$ cat config.mk
export PLATFORM = sky130hd
export DESIGN_NAME = bounded_stack_with_swap
export DESIGN_NICKNAME = d
export VERILOG_FILES = /design/src/sv/bsws_pkg.sv /design/src/sv/bsws_ctrl.sv /design/src/sv/bsws_dpath.sv /design/src/sv/bounded_stack_with_swap.sv
export VERILOG_INCLUDE_DIRS = /design/src /design/src/sv
export SDC_FILE = /design/constraint.sdc
export NUM_CORES = 1
export LEC_CHECK = 0
export ABC_AREA = 1
export BUFFER_PORTS_ARGS = -buffer_cell sky130_fd_sc_hd__buf_2
export CORE_UTILIZATION = 45
export DETAILED_ROUTE_END_ITERATION = 10
export GPL_TIMING_DRIVEN = 0
export SKIP_LAST_GASP = 1
export SYNTH_ARGS = -nofsm -noshare
export SYNTH_HDL_FRONTEND = slang
export SYNTH_SLANG_ARGS = --single-unit
export TNS_END_PERCENT = 10
$ cat constraint.sdc
create_clock -name i_clk -period 5.8 [get_ports i_clk]
set_clock_uncertainty 0.1 [all_clocks]
set_input_delay 0.58 -clock i_clk [delete_from_list [all_inputs] [get_ports i_clk]]
set_output_delay 0.58 -clock i_clk [all_outputs]
set_load 0.05 [all_outputs]
$ cat src/sv/assert_macros.svh
`ifndef ASSERT_MACROS_SVH
`define ASSERT_MACROS_SVH

// Checked on every rising edge of i_clk and switched off while i_rst_n is low.
`define ASSERT_CLK(label, prop, msg) \
    label: assert property (@(posedge i_clk) disable iff (!i_rst_n) prop) else $error(msg);

// The consequent holds in the same cycle as the antecedent.
`define ASSERT_IMPLY(label, ante, cons, msg) \
    `ASSERT_CLK(label, (ante) |-> (cons), msg)

`endif

$ cat src/sv/bsws_pkg.sv
`default_nettype none

package bsws_pkg;

    localparam int DEPTH_DEFAULT = 16;
    localparam int CFG_W         = 5;
    localparam int OP_W          = 2;
    localparam int STATUS_W      = 2;
    localparam int WORD_W        = 32;
    localparam int COUNT_OUT_W   = 5;

    localparam logic [CFG_W-1:0] CAP_RESET = 5'd16;

    typedef enum logic [OP_W-1:0] {
        OP_PUSH = 2'd0,
        OP_POP  = 2'd1,
        OP_SWAP = 2'd2,
        OP_NOP  = 2'd3
    } t_op;

    typedef enum logic [STATUS_W-1:0] {
        ST_OK    = 2'd0,
        ST_FULL  = 2'd1,
        ST_EMPTY = 2'd2
    } t_status;

    typedef enum logic {
        RS_TOP,
        RS_SECOND
    } t_rsel;

    typedef enum logic [1:0] {
        WS_PUSH,
        WS_TOP,
        WS_SECOND
    } t_wsel;

    typedef struct packed {
        logic    rd_en;
        t_rsel   rsel;
        logic    wr_en;
        t_wsel   wsel;
        logic    hold_load;
        logic    cnt_inc;
        logic    cnt_dec;
        logic    res_load;
        logic    res_popped;
        t_status res_status;
    } t_dp_cmd;

    typedef struct packed {
        logic full;
        logic empty;
        logic two;
    } t_dp_stat;

endpackage

`default_nettype wire

$ cat src/sv/bsws_ctrl.sv
`default_nettype none

module bsws_ctrl (
    input  wire logic               i_clk,
    input  wire logic               i_rst_n,
    input  wire logic               i_in_valid,
    output logic                    o_in_ready,
    input  wire logic [1:0]         i_op,
    output logic                    o_out_valid,
    input  wire logic               i_out_ready,
    input  wire bsws_pkg::t_dp_stat i_stat,
    output bsws_pkg::t_dp_cmd       o_cmd
);
    import bsws_pkg::*;

    typedef enum logic [2:0] {
        S_IDLE,
        S_POP,
        S_SW1,
        S_SW2,
        S_SW3
    } t_state;

    t_state  r_state;
    t_state  n_state;
    logic    r_out_valid;
    logic    n_out_valid;
    t_dp_cmd cmd;
    logic    accept;

    always_comb begin
        cmd            = '0;
        cmd.rsel       = RS_TOP;
        cmd.wsel       = WS_PUSH;
        cmd.res_status = ST_OK;
        n_state        = r_state;
        o_in_ready     = 1'b0;
        accept         = 1'b0;
        unique case (r_state)
            S_IDLE: begin
                o_in_ready = !r_out_valid || i_out_ready;
                accept     = o_in_ready && i_in_valid;
                if (accept) begin
                    unique case (t_op'(i_op))
                        OP_PUSH: begin
                            cmd.res_load = 1'b1;
                            if (i_stat.full) begin
                                cmd.res_status = ST_FULL;
                            end else begin
                                cmd.wr_en   = 1'b1;
                                cmd.wsel    = WS_PUSH;
                                cmd.cnt_inc = 1'b1;
                            end
                        end
                        OP_POP: begin
                            if (i_stat.empty) begin
                                cmd.res_load   = 1'b1;
                                cmd.res_status = ST_EMPTY;
                            end else begin
                                cmd.rd_en   = 1'b1;
                                cmd.rsel    = RS_TOP;
                                cmd.cnt_dec = 1'b1;
                                n_state     = S_POP;
                            end
                        end
                        OP_SWAP: begin
                            if (i_stat.two) begin
                                cmd.rd_en = 1'b1;
                                cmd.rsel  = RS_TOP;
                                n_state   = S_SW1;
                            end else begin
                                cmd.res_load = 1'b1;
                            end
                        end
                        OP_NOP: begin
                            cmd.res_load = 1'b1;
                        end
                    endcase
                end
            end
            S_POP: begin
                cmd.res_load   = 1'b1;
                cmd.res_popped = 1'b1;
                n_state        = S_IDLE;
            end
            S_SW1: begin
                cmd.rd_en     = 1'b1;
                cmd.rsel      = RS_SECOND;
                cmd.hold_load = 1'b1;
                n_state       = S_SW2;
            end
            S_SW2: begin
                cmd.wr_en = 1'b1;
                cmd.wsel  = WS_TOP;
                n_state   = S_SW3;
            end
            S_SW3: begin
                cmd.wr_en    = 1'b1;
                cmd.wsel     = WS_SECOND;
                cmd.res_load = 1'b1;
                n_state      = S_IDLE;
            end
            default: begin
                n_state = S_IDLE;
            end
        endcase

        if (cmd.res_load) begin
            n_out_valid = 1'b1;
        end else if (i_out_ready) begin
            n_out_valid = 1'b0;
        end else begin
            n_out_valid = r_out_valid;
        end
    end

    always_ff @(posedge i_clk) begin
        if (!i_rst_n) begin
            r_state     <= S_IDLE;
            r_out_valid <= 1'b0;
        end else begin
            r_state     <= n_state;
            r_out_valid <= n_out_valid;
        end
    end

    assign o_out_valid = r_out_valid;
    assign o_cmd       = cmd;

endmodule

`default_nettype wire

$ cat src/sv/bsws_dpath.sv
`default_nettype none

module bsws_dpath #(
    parameter int DEPTH = bsws_pkg::DEPTH_DEFAULT
) (
    input  wire logic                            i_clk,
    input  wire logic                            i_rst_n,
    input  wire logic                            i_cfg_we,
    input  wire logic [bsws_pkg::CFG_W-1:0]      i_cfg_wdata,
    input  wire logic signed [bsws_pkg::WORD_W-1:0] i_push_value,
    input  wire bsws_pkg::t_dp_cmd               i_cmd,
    output bsws_pkg::t_dp_stat                   o_stat,
    output logic [bsws_pkg::STATUS_W-1:0]        o_status,
    output logic signed [bsws_pkg::WORD_W-1:0]   o_popped_value,
    output logic [bsws_pkg::COUNT_OUT_W-1:0]     o_entry_count,
    output logic                                 o_is_full,
    output logic                                 o_is_empty
);
    import bsws_pkg::*;

    localparam int AW = (DEPTH > 1) ? $clog2(DEPTH) : 1;
    localparam int CW = $clog2(DEPTH + 1);
    localparam int EW = (CW > CFG_W) ? CW : CFG_W;
    localparam logic [EW-1:0] DEPTH_E = EW'(DEPTH);

    logic [WORD_W-1:0] mem [DEPTH];

    logic [CFG_W-1:0]  r_cap;
    logic [CW-1:0]     r_count;
    logic [CW-1:0]     n_count;
    logic [WORD_W-1:0] r_rdata;
    logic [WORD_W-1:0] r_hold;

    logic [CW-1:0]     count_m1;
    logic [CW-1:0]     count_m2;
    logic [AW-1:0]     rd_addr;
    logic [AW-1:0]     wr_addr;
    logic [WORD_W-1:0] wr_data;
    logic [EW-1:0]     cap_e;
    logic [EW-1:0]     eff_cap;
    logic [EW-1:0]     cnt_e;
    logic [EW-1:0]     n_cnt_e;

    logic [STATUS_W-1:0]    r_status;
    logic [WORD_W-1:0]      r_popped;
    logic [COUNT_OUT_W-1:0] r_entry_count;
    logic                   r_is_full;
    logic                   r_is_empty;

    always_comb begin
        count_m1 = r_count - CW'(1);
        count_m2 = r_count - CW'(2);
        cap_e    = EW'(r_cap);
        eff_cap  = (cap_e > DEPTH_E) ? DEPTH_E : cap_e;
        cnt_e    = EW'(r_count);

        n_count = r_count;
        if (i_cmd.cnt_inc) begin
            n_count = r_count + CW'(1);
        end else if (i_cmd.cnt_dec) begin
            n_count = count_m1;
        end
        n_cnt_e = EW'(n_count);

        rd_addr = (i_cmd.rsel == RS_TOP) ? count_m1[AW-1:0] : count_m2[AW-1:0];

        case (i_cmd.wsel)
            WS_TOP: begin
                wr_addr = count_m1[AW-1:0];
                wr_data = r_rdata;
            end
            WS_SECOND: begin
                wr_addr = count_m2[AW-1:0];
                wr_data = r_hold;
            end
            default: begin
                wr_addr = r_count[AW-1:0];
                wr_data = i_push_value;
            end
        endcase

        o_stat.full  = cnt_e >= eff_cap;
        o_stat.empty = r_count == '0;
        o_stat.two   = r_count >= CW'(2);
    end

    always_ff @(posedge i_clk) begin
        if (i_cmd.wr_en) begin
            mem[wr_addr] <= wr_data;
        end
        if (i_cmd.rd_en) begin
            r_rdata <= mem[rd_addr];
        end
        if (i_cmd.hold_load) begin
            r_hold <= r_rdata;
        end
        if (i_cmd.res_load) begin
            r_status      <= i_cmd.res_status;
            r_popped      <= i_cmd.res_popped ? r_rdata : '0;
            r_entry_count <= n_cnt_e[COUNT_OUT_W-1:0];
            r_is_full     <= n_cnt_e >= eff_cap;
            r_is_empty    <= n_count == '0;
        end
    end

    always_ff @(posedge i_clk) begin
        if (!i_rst_n) begin
            r_cap   <= CAP_RESET;
            r_count <= '0;
        end else begin
            if (i_cfg_we) begin
                r_cap <= i_cfg_wdata;
            end
            r_count <= n_count;
        end
    end

    assign o_status       = r_status;
    assign o_popped_value = r_popped;
    assign o_entry_count  = r_entry_count;
    assign o_is_full      = r_is_full;
    assign o_is_empty     = r_is_empty;

endmodule

`default_nettype wire

$ cat src/sv/bounded_stack_with_swap.sv
// Push, refused push, refused pop, short swap and unused code: result loaded into the output registers on transfer.
// Pop: the top entry is read into the read register on transfer, then loaded into the output registers from S_POP.
// Swap of two entries: two reads then two writes in turn through S_SW1, S_SW2 and S_SW3, result loaded on the last.
// A new transfer is taken only back in S_IDLE, once the last result leaves or has left.
// Synchronous active-low reset clears the count, sets the capacity to 16 and drops o_out_valid;
// the entry memory is not cleared.
`default_nettype none

module bounded_stack_with_swap #(
    parameter int DEPTH = bsws_pkg::DEPTH_DEFAULT
) (
    input  wire logic                               i_clk,
    input  wire logic                               i_rst_n,
    input  wire logic                               i_cfg_we,
    input  wire logic [bsws_pkg::CFG_W-1:0]         i_cfg_wdata,
    input  wire logic                               i_in_valid,
    output logic                                    o_in_ready,
    input  wire logic [bsws_pkg::OP_W-1:0]          i_op,
    input  wire logic signed [bsws_pkg::WORD_W-1:0] i_push_value,
    output logic                                    o_out_valid,
    input  wire logic                               i_out_ready,
    output logic [bsws_pkg::STATUS_W-1:0]           o_status,
    output logic signed [bsws_pkg::WORD_W-1:0]      o_popped_value,
    output logic [bsws_pkg::COUNT_OUT_W-1:0]        o_entry_count,
    output logic                                    o_is_full,
    output logic                                    o_is_empty
);
    import bsws_pkg::*;

    t_dp_cmd  cmd;
    t_dp_stat stat;
    logic     res_empty;
    logic     res_full;

    bsws_ctrl u_ctrl (
        .i_clk       (i_clk),
        .i_rst_n     (i_rst_n),
        .i_in_valid  (i_in_valid),
        .o_in_ready  (o_in_ready),
        .i_op        (i_op),
        .o_out_valid (o_out_valid),
        .i_out_ready (i_out_ready),
        .i_stat      (stat),
        .o_cmd       (cmd)
    );

    bsws_dpath #(
        .DEPTH (DEPTH)
    ) u_dpath (
        .i_clk          (i_clk),
        .i_rst_n        (i_rst_n),
        .i_cfg_we       (i_cfg_we),
        .i_cfg_wdata    (i_cfg_wdata),
        .i_push_value   (i_push_value),
        .i_cmd          (cmd),
        .o_stat         (stat),
        .o_status       (o_status),
        .o_popped_value (o_popped_value),
        .o_entry_count  (o_entry_count),
        .o_is_full      (o_is_full),
        .o_is_empty     (o_is_empty)
    );

    assign res_empty = o_out_valid && (o_status == ST_EMPTY);
    assign res_full  = o_out_valid && (o_status == ST_FULL);

`include "assert_macros.svh"

    `ASSERT_IMPLY(a_ready_frees_output, o_in_ready, !o_out_valid || i_out_ready, "input ready")
    `ASSERT_IMPLY(a_empty_status, res_empty, o_is_empty && o_popped_value == '0, "empty result")
    `ASSERT_IMPLY(a_full_status, res_full, o_is_full, "full result")

endmodule

`default_nettype wire

Yosys cells after proc, flatten, opt, wreduce, memory -nomap -nowiden
Memory sizes are Yosys's and may differ from the RTL's. A register that Yosys moved wholly into a read port is not among the register bits.
Index checks and enable logic that the tools add are counted.
{"block": "word_totals", "out_inout_bits": 43, "wordCells": 82, "in_bits": 44, "latch_bits": 0, "mem_count": 1, "mem_bits_rw": 512, "regBits": 87, "mem_bits_ro": 0}
{"memory": "u_dpath.mem", "words": 16, "word_bits": 32, "read_ports": 1, "rd_clocked_by_memory_dff": 1, "wr": 1, "line": "bsws_dpath.sv:26", "rtl": "logic [WORD_W-1:0] mem [DEPTH];"}
{"block": "classes", "mul": 0, "n_reduce_logical": 12, "bitwise": 0, "addsub": 3, "muxes": 39, "n_eq_ne": 13, "div": 0, "magnitude_cmp": 4, "n_shift": 0}
{"operator": "$pmux 32 s2", "n": 1}
{"operator": "$mux 5", "n": 4}
{"operator": "$mux 3", "n": 6}
{"operator": "$pmux 3 s3", "n": 2}
{"operator": "$mux 1", "n": 14}
{"operator": "$pmux 2 s2", "n": 3}
{"operator": "$ge 5x5->1", "n": 2}
{"operator": "$logic_not 5->1", "n": 2}
{"operator": "$ne 3x3->1 const B", "n": 3}
{"operator": "$mux 2", "n": 4}
{"operator": "$pmux 4 s2", "n": 1}
{"operator": "$eq 2x2->1 const B", "n": 3}
{"operator": "$eq 3x2->1 const B", "n": 2}
{"operator": "$pmux 3 s2", "n": 1}
{"operator": "$add 5x1->5 const B", "n": 1}
{"operator": "$ge 5x2->1 const B", "n": 1}
{"operator": "$gt 5x5->1 const B", "n": 1}
{"operator": "$sub 5x1->5 const B", "n": 1}
{"operator": "$eq 2x1->1 const B", "n": 2}
{"operator": "$mux 4", "n": 1}
{"operator": "$reduce_and 4->1", "n": 1}
{"operator": "$reduce_or 2->1", "n": 2}
{"operator": "$sub 4x2->4 const B", "n": 1}
{"operator": "$eq 3x1->1 const B", "n": 1}
{"operator": "11 further kinds", "n": 11}

Logic depth before layout (Yosys ltp)
{"block": "depth", "word_depth": 10, "depth_mapped": 19, "depth_no_buf": 19}

Cells and area by module
Synthesis repeated with hierarchy kept, for this count alone.
{"block": "hier_totals", "cells_unflattened": 2681, "area_unflattened_um2": 27830.4}
{"module": "bsws_dpath", "n_inst": 1, "seq_area_each_um2": 18728.0, "cells_each": 2610, "area_each_um2": 27403.8}
{"module": "bsws_ctrl", "n_inst": 1, "seq_area_each_um2": 80.1, "cells_each": 71, "area_each_um2": 426.7}

Least setup slack after synthesis
No wires, ideal clock.
{"block": "synth_timing", "path_type": "flip-flop to flip-flop", "startpoint": "reg u_dpath.r_count[0] (netlist: u_dpath.cnt_e[0])", "endpoint": "mem u_dpath.mem[0][0], enable pin", "period_less_slack_ns": 3.495, "required_time_ns": 5.279, "n_path_buf": 0, "slack_ns": 2.305, "arrival_time_ns": 2.974, "path_stages_with_launch": 12, "setup_time_ns": 0.421, "cell_sequence": "dfxtp_1 > inv_1 > ha_1 > inv_1 > nand2_1 > nand2_1 > nor2_1 > nor2_1 > nand2_1 > nand2_1 > nand3_1 > nor2_1"}
{"block": "synth_via", "elab_chain_len": 7, "elab_cells_between_ends": 10, "cone_classes": "2 x add/sub; 1 x order compare; 7 x mux"}
{"item": "start: declaration", "line": "bsws_dpath.sv:29", "rtl": "logic [CW-1:0] r_count;"}
{"item": "start signal: assignment", "line": "bsws_dpath.sv:114", "rtl": "r_count <= n_count;"}
{"item": "$ge 5x5->1", "line": "bsws_dpath.sv:82", "rtl": "o_stat.full = cnt_e >= eff_cap;"}
{"item": "$mux 3", "line": "bsws_ctrl.sv:47", "rtl": "if (i_stat.full) begin"}
{"item": "$mux 3", "line": "bsws_ctrl.sv:44", "rtl": "unique case (t_op'(i_op))"}
{"item": "$mux 5", "line": "bsws_ctrl.sv:43", "rtl": "if (accept) begin"}
{"item": "$pmux 3 s3", "line": "bsws_ctrl.sv:39", "rtl": "unique case (r_state)"}
{"item": "$mux 1", "line": "bsws_dpath.sv:88", "rtl": "if (i_cmd.wr_en) begin"}
{"item": "$mux 1 (not written as such)", "line": "bsws_dpath.sv:89", "rtl": "mem[wr_addr] <= wr_data;"}
{"item": "end: declaration", "line": "bsws_dpath.sv:26"}
Parallel ways exist; a longest one is shown, timed or not.

Worst setup path after layout
{"block": "layout_timing", "startpoint": "reg u_dpath.r_count[0] (netlist: u_dpath.cnt_e[0])", "endpoint": "mem u_dpath.mem[15][12], enable pin"}
The elaborated chain is that of the path after synthesis.

==> impl_metrics.toml <==
[status]
status = "complete, no violations"

[global_route]
grt_overflow = 0
antenna_found_initial = 0
use_met3_pct = 5.24
grt_pass1_wl_mm = 115
grt_max_degree = 26
top_usage_layer = "met2"
first_global_vias = 17300
grt_usage_pct = 26.7
global_route.usage.met1_pct = 36.1
grtUsageMet2_pct = 42.8

[placed_design]
io_buffer_count = 86
detailed_place_hpwl_mm = 52.4
place_ws_ps = 2140
gp_congestion = 0.871
dpl-instance-area_mm2 = 0.0288
place_inst = 3274

[sta]
worst-slew-pin-transition_ps = 1410
fin_crit_sh_pct = 63.4
fin_setup_tns_ps = 0
drv_slew = 0
max_slew_margin_pct = 5.33
fin_crit_ps = 3680
fmax_mhz = 272
setup_slack_ps = 2120
hold_viol_final = 0
setup_viol = 0
rsz0062_at_grt = "no"
whs_ps = 96.8

[yosys]
synthesis.area_per_instance_um2 = 11.2
ys_seq_area_share_pct = 70.1
syn_nets = 2458
synth_cells = 2394
syn_area_mm2 = 0.0268
yosysWarnings = 0
synth_top_cell_area_share_pct = 69.1
synth_common_cells = "nand2_1, edfxtp_1, nand3_1"
async_flop_share_pct = 0
yosys.cell_types.count = 33
synth-main-ff-cell = "edfxtp_1"
yosysMostFrequentCell = "nand2_1"
synth_edf_count = 617
synth_area_leader_cell = "edfxtp_1"
ys_top_cells_by_area = "edfxtp_1, nand2_1, nand3_1, inv_1, o211ai_2"
ys_ff_latch = 631

[cts]
numCtsBuffers = 67
cts_tree = "built"
cts.sinks = 631
clock_path_buffers = 3
cts_root_buf = "clkbuf_16"
htree_levels = 3
cts_setup_buffers = 0
postCtsHoldBufs = 0
path_clk_slew_ps = 60
clk_latency_ps = 620
cts-resized-gates = 0

[setup_path]
critPathArrivalTime_ps = 3890
critPathRequiredTime_ps = 6010
cp_common_cell = "nand2_1"
slowest_delay_ps = 860
ff2ff_path_depth = 12
startpoint = "u_dpath.cnt_e[0]"
cp_slowest_cell = "nor2_4"
start_kind = "register"
cp-end-kind = "register"
reg2reg_from = "u_dpath.cnt_e[0]"
crit_chain = "inv_1 > ha_1 > inv_1 > nand2_1 > nand2_1 > nor2_1 > nor2_1 > nand2_1 > nand2_1 > nand3_1 > nor2_4 > buf_16"
r2r_end = "u_dpath.mem[15][12]"
rrSetupSlack_ps = 2120
path_class = "register to register"
crit_path_end = "u_dpath.mem[15][12]"
timing.critical_path.fanout_max = 20

[finish]
syn2layout_area_growth_pct = 14.8
antenna_cells = 0
drive_gt1_share_pct = 13.3
final_cells = 3393
fillers = 5061
multiInputGateArea_mm2 = 0.00650
fin_util_pct = 52.3
ff_latch_area_mm2 = 0.0188
fin_nets = 2638
final_area_mm2 = 0.0308

[floorplanning]
die-area_mm2 = 0.0606
start_util_pct = 45.5
core_area_mm2 = 0.0589
pin_count = 87
rows = 89
die_y_um = 246
fp.dieW_um = 246

[routing]
wire_per_inst_um = 23.7
drt_pass1_iterations = 5
via_count = 18400
ant_nets = 0
vias_per_cell = 5.43
drt-initial-drc-count = 2285
routed_wl_mm = 80.5
drcViolationCount = 0

[power_and_ir_drop]
cellPowerDensity_mw_per_mm2 = 347
netSwitchingFraction_pct = 27.6
finalPower_mw = 10.7
power_frac_seq_pct = 48.3
peakVddDrop_mv = 0.252
p_int_mw = 7.73
pwr-share-comb_pct = 14.3
switching_power_mw = 2.94
clkPwrFrac_pct = 37.3
p_leak_nw = 12.4

[job]
cap_violations = 0

[min_path]
hp-class = "primary input to register"
## cell usage in the layout (no fill, tap or decap), types with 2 or more instances in the layout
cell and n:
a21oi_1 11, buf_1 4, buf_12 15, buf_16 4, buf_2 152, buf_4 19, buf_6 10, clkbuf_1 36
clkbuf_16 69, clkinv_1 19, clkinv_2 7, clkinv_8 2, dfxtp_1 14, edfxtp_1 617, ha_1 20, inv_1 263
inv_2 2, inv_6 3, nand2_1 861, nand2_2 2, nand3_1 279, nor2_1 63, nor2_2 2, nor2_4 17
nor3_1 2, o211ai_1 57, o211ai_2 40, o21ai_0 7, o21ai_1 4, o21bai_1 2, o22ai_1 2, xor2_1 2
## flip-flops by register name, summed over array words and instances, names as in the netlist, 3 cells and up
| signal | flops |
|---|---|
| u_dpath.r_hold | 32 |
| u_dpath.cnt_e | 5 |
| u_dpath.cap_e | 5 |
| u_dpath.r_rdata | 32 |
| u_dpath.mem | 512 |
| u_dpath.o_popped_value | 32 |
| u_dpath.o_entry_count | 5 |
| u_ctrl.r_state | 3 |
## worst min-delay path by stage
stage                                  start                 to  slack [ps]  cells past startpoint
after global placement    u_dpath.r_rdata[2]  u_dpath.r_hold[2]         330                      0
after global routing          i_cfg_wdata[3]   u_dpath.cap_e[3]         130                      3
after CTS                     i_cfg_wdata[4]   u_dpath.cap_e[4]          70                      3
after floorplan           u_dpath.r_rdata[0]  u_dpath.r_hold[0]         330                      0
final                         i_cfg_wdata[4]   u_dpath.cap_e[4]         100                      3
after detailed placement  u_dpath.r_rdata[2]  u_dpath.r_hold[2]         330                      0
## power groups by stage
stage	clock [mW]	sequential [mW]	combinational [mW]
CTS	4.02	5.16	1.51
global route	4.20	5.16	1.63
detailed placement	0	5.25	1.50
floorplan	0	5.40	0.777
global placement	0	5.26	1.46
finish	3.99	5.16	1.53
## metal layers
metal	routed length [um]	vias up
li1	-	8408
met1	33000	8983
met2	37600	889
met3	7430	152
met4	2510	0
met5	0	-
## cell families after synthesis
kind of cell | synth area share [%]
buf+inv | 6.12
flops | 70.1
mux | 0.0373
simple gates | 18.6
xor+xnor | 0.0980
fa+ha+maj | 0.933
compound gates | 4.06
## final cells by class
class                   instances  share of cell area [%]
flip-flops and latches        631                    61.1
multi-input cells            1381                    21.1
clock buffers                  83                    5.78
inverters                     265                    3.23
well taps                     773                    3.14
repair buffers                111                    2.91
plain buffers                 117                    2.10
clock inverters                32                   0.634
## worst max-delay path, delay by kind of cell (launching register included)
kind,cells,cell delay (ps)
adder cells (fa/ha/maj),1,350
flip-flops,1,490
buffers and inverters,3,540
AND/OR/NAND/NOR,8,1870
No activity file was read; power rests on OpenSTA's default activity.
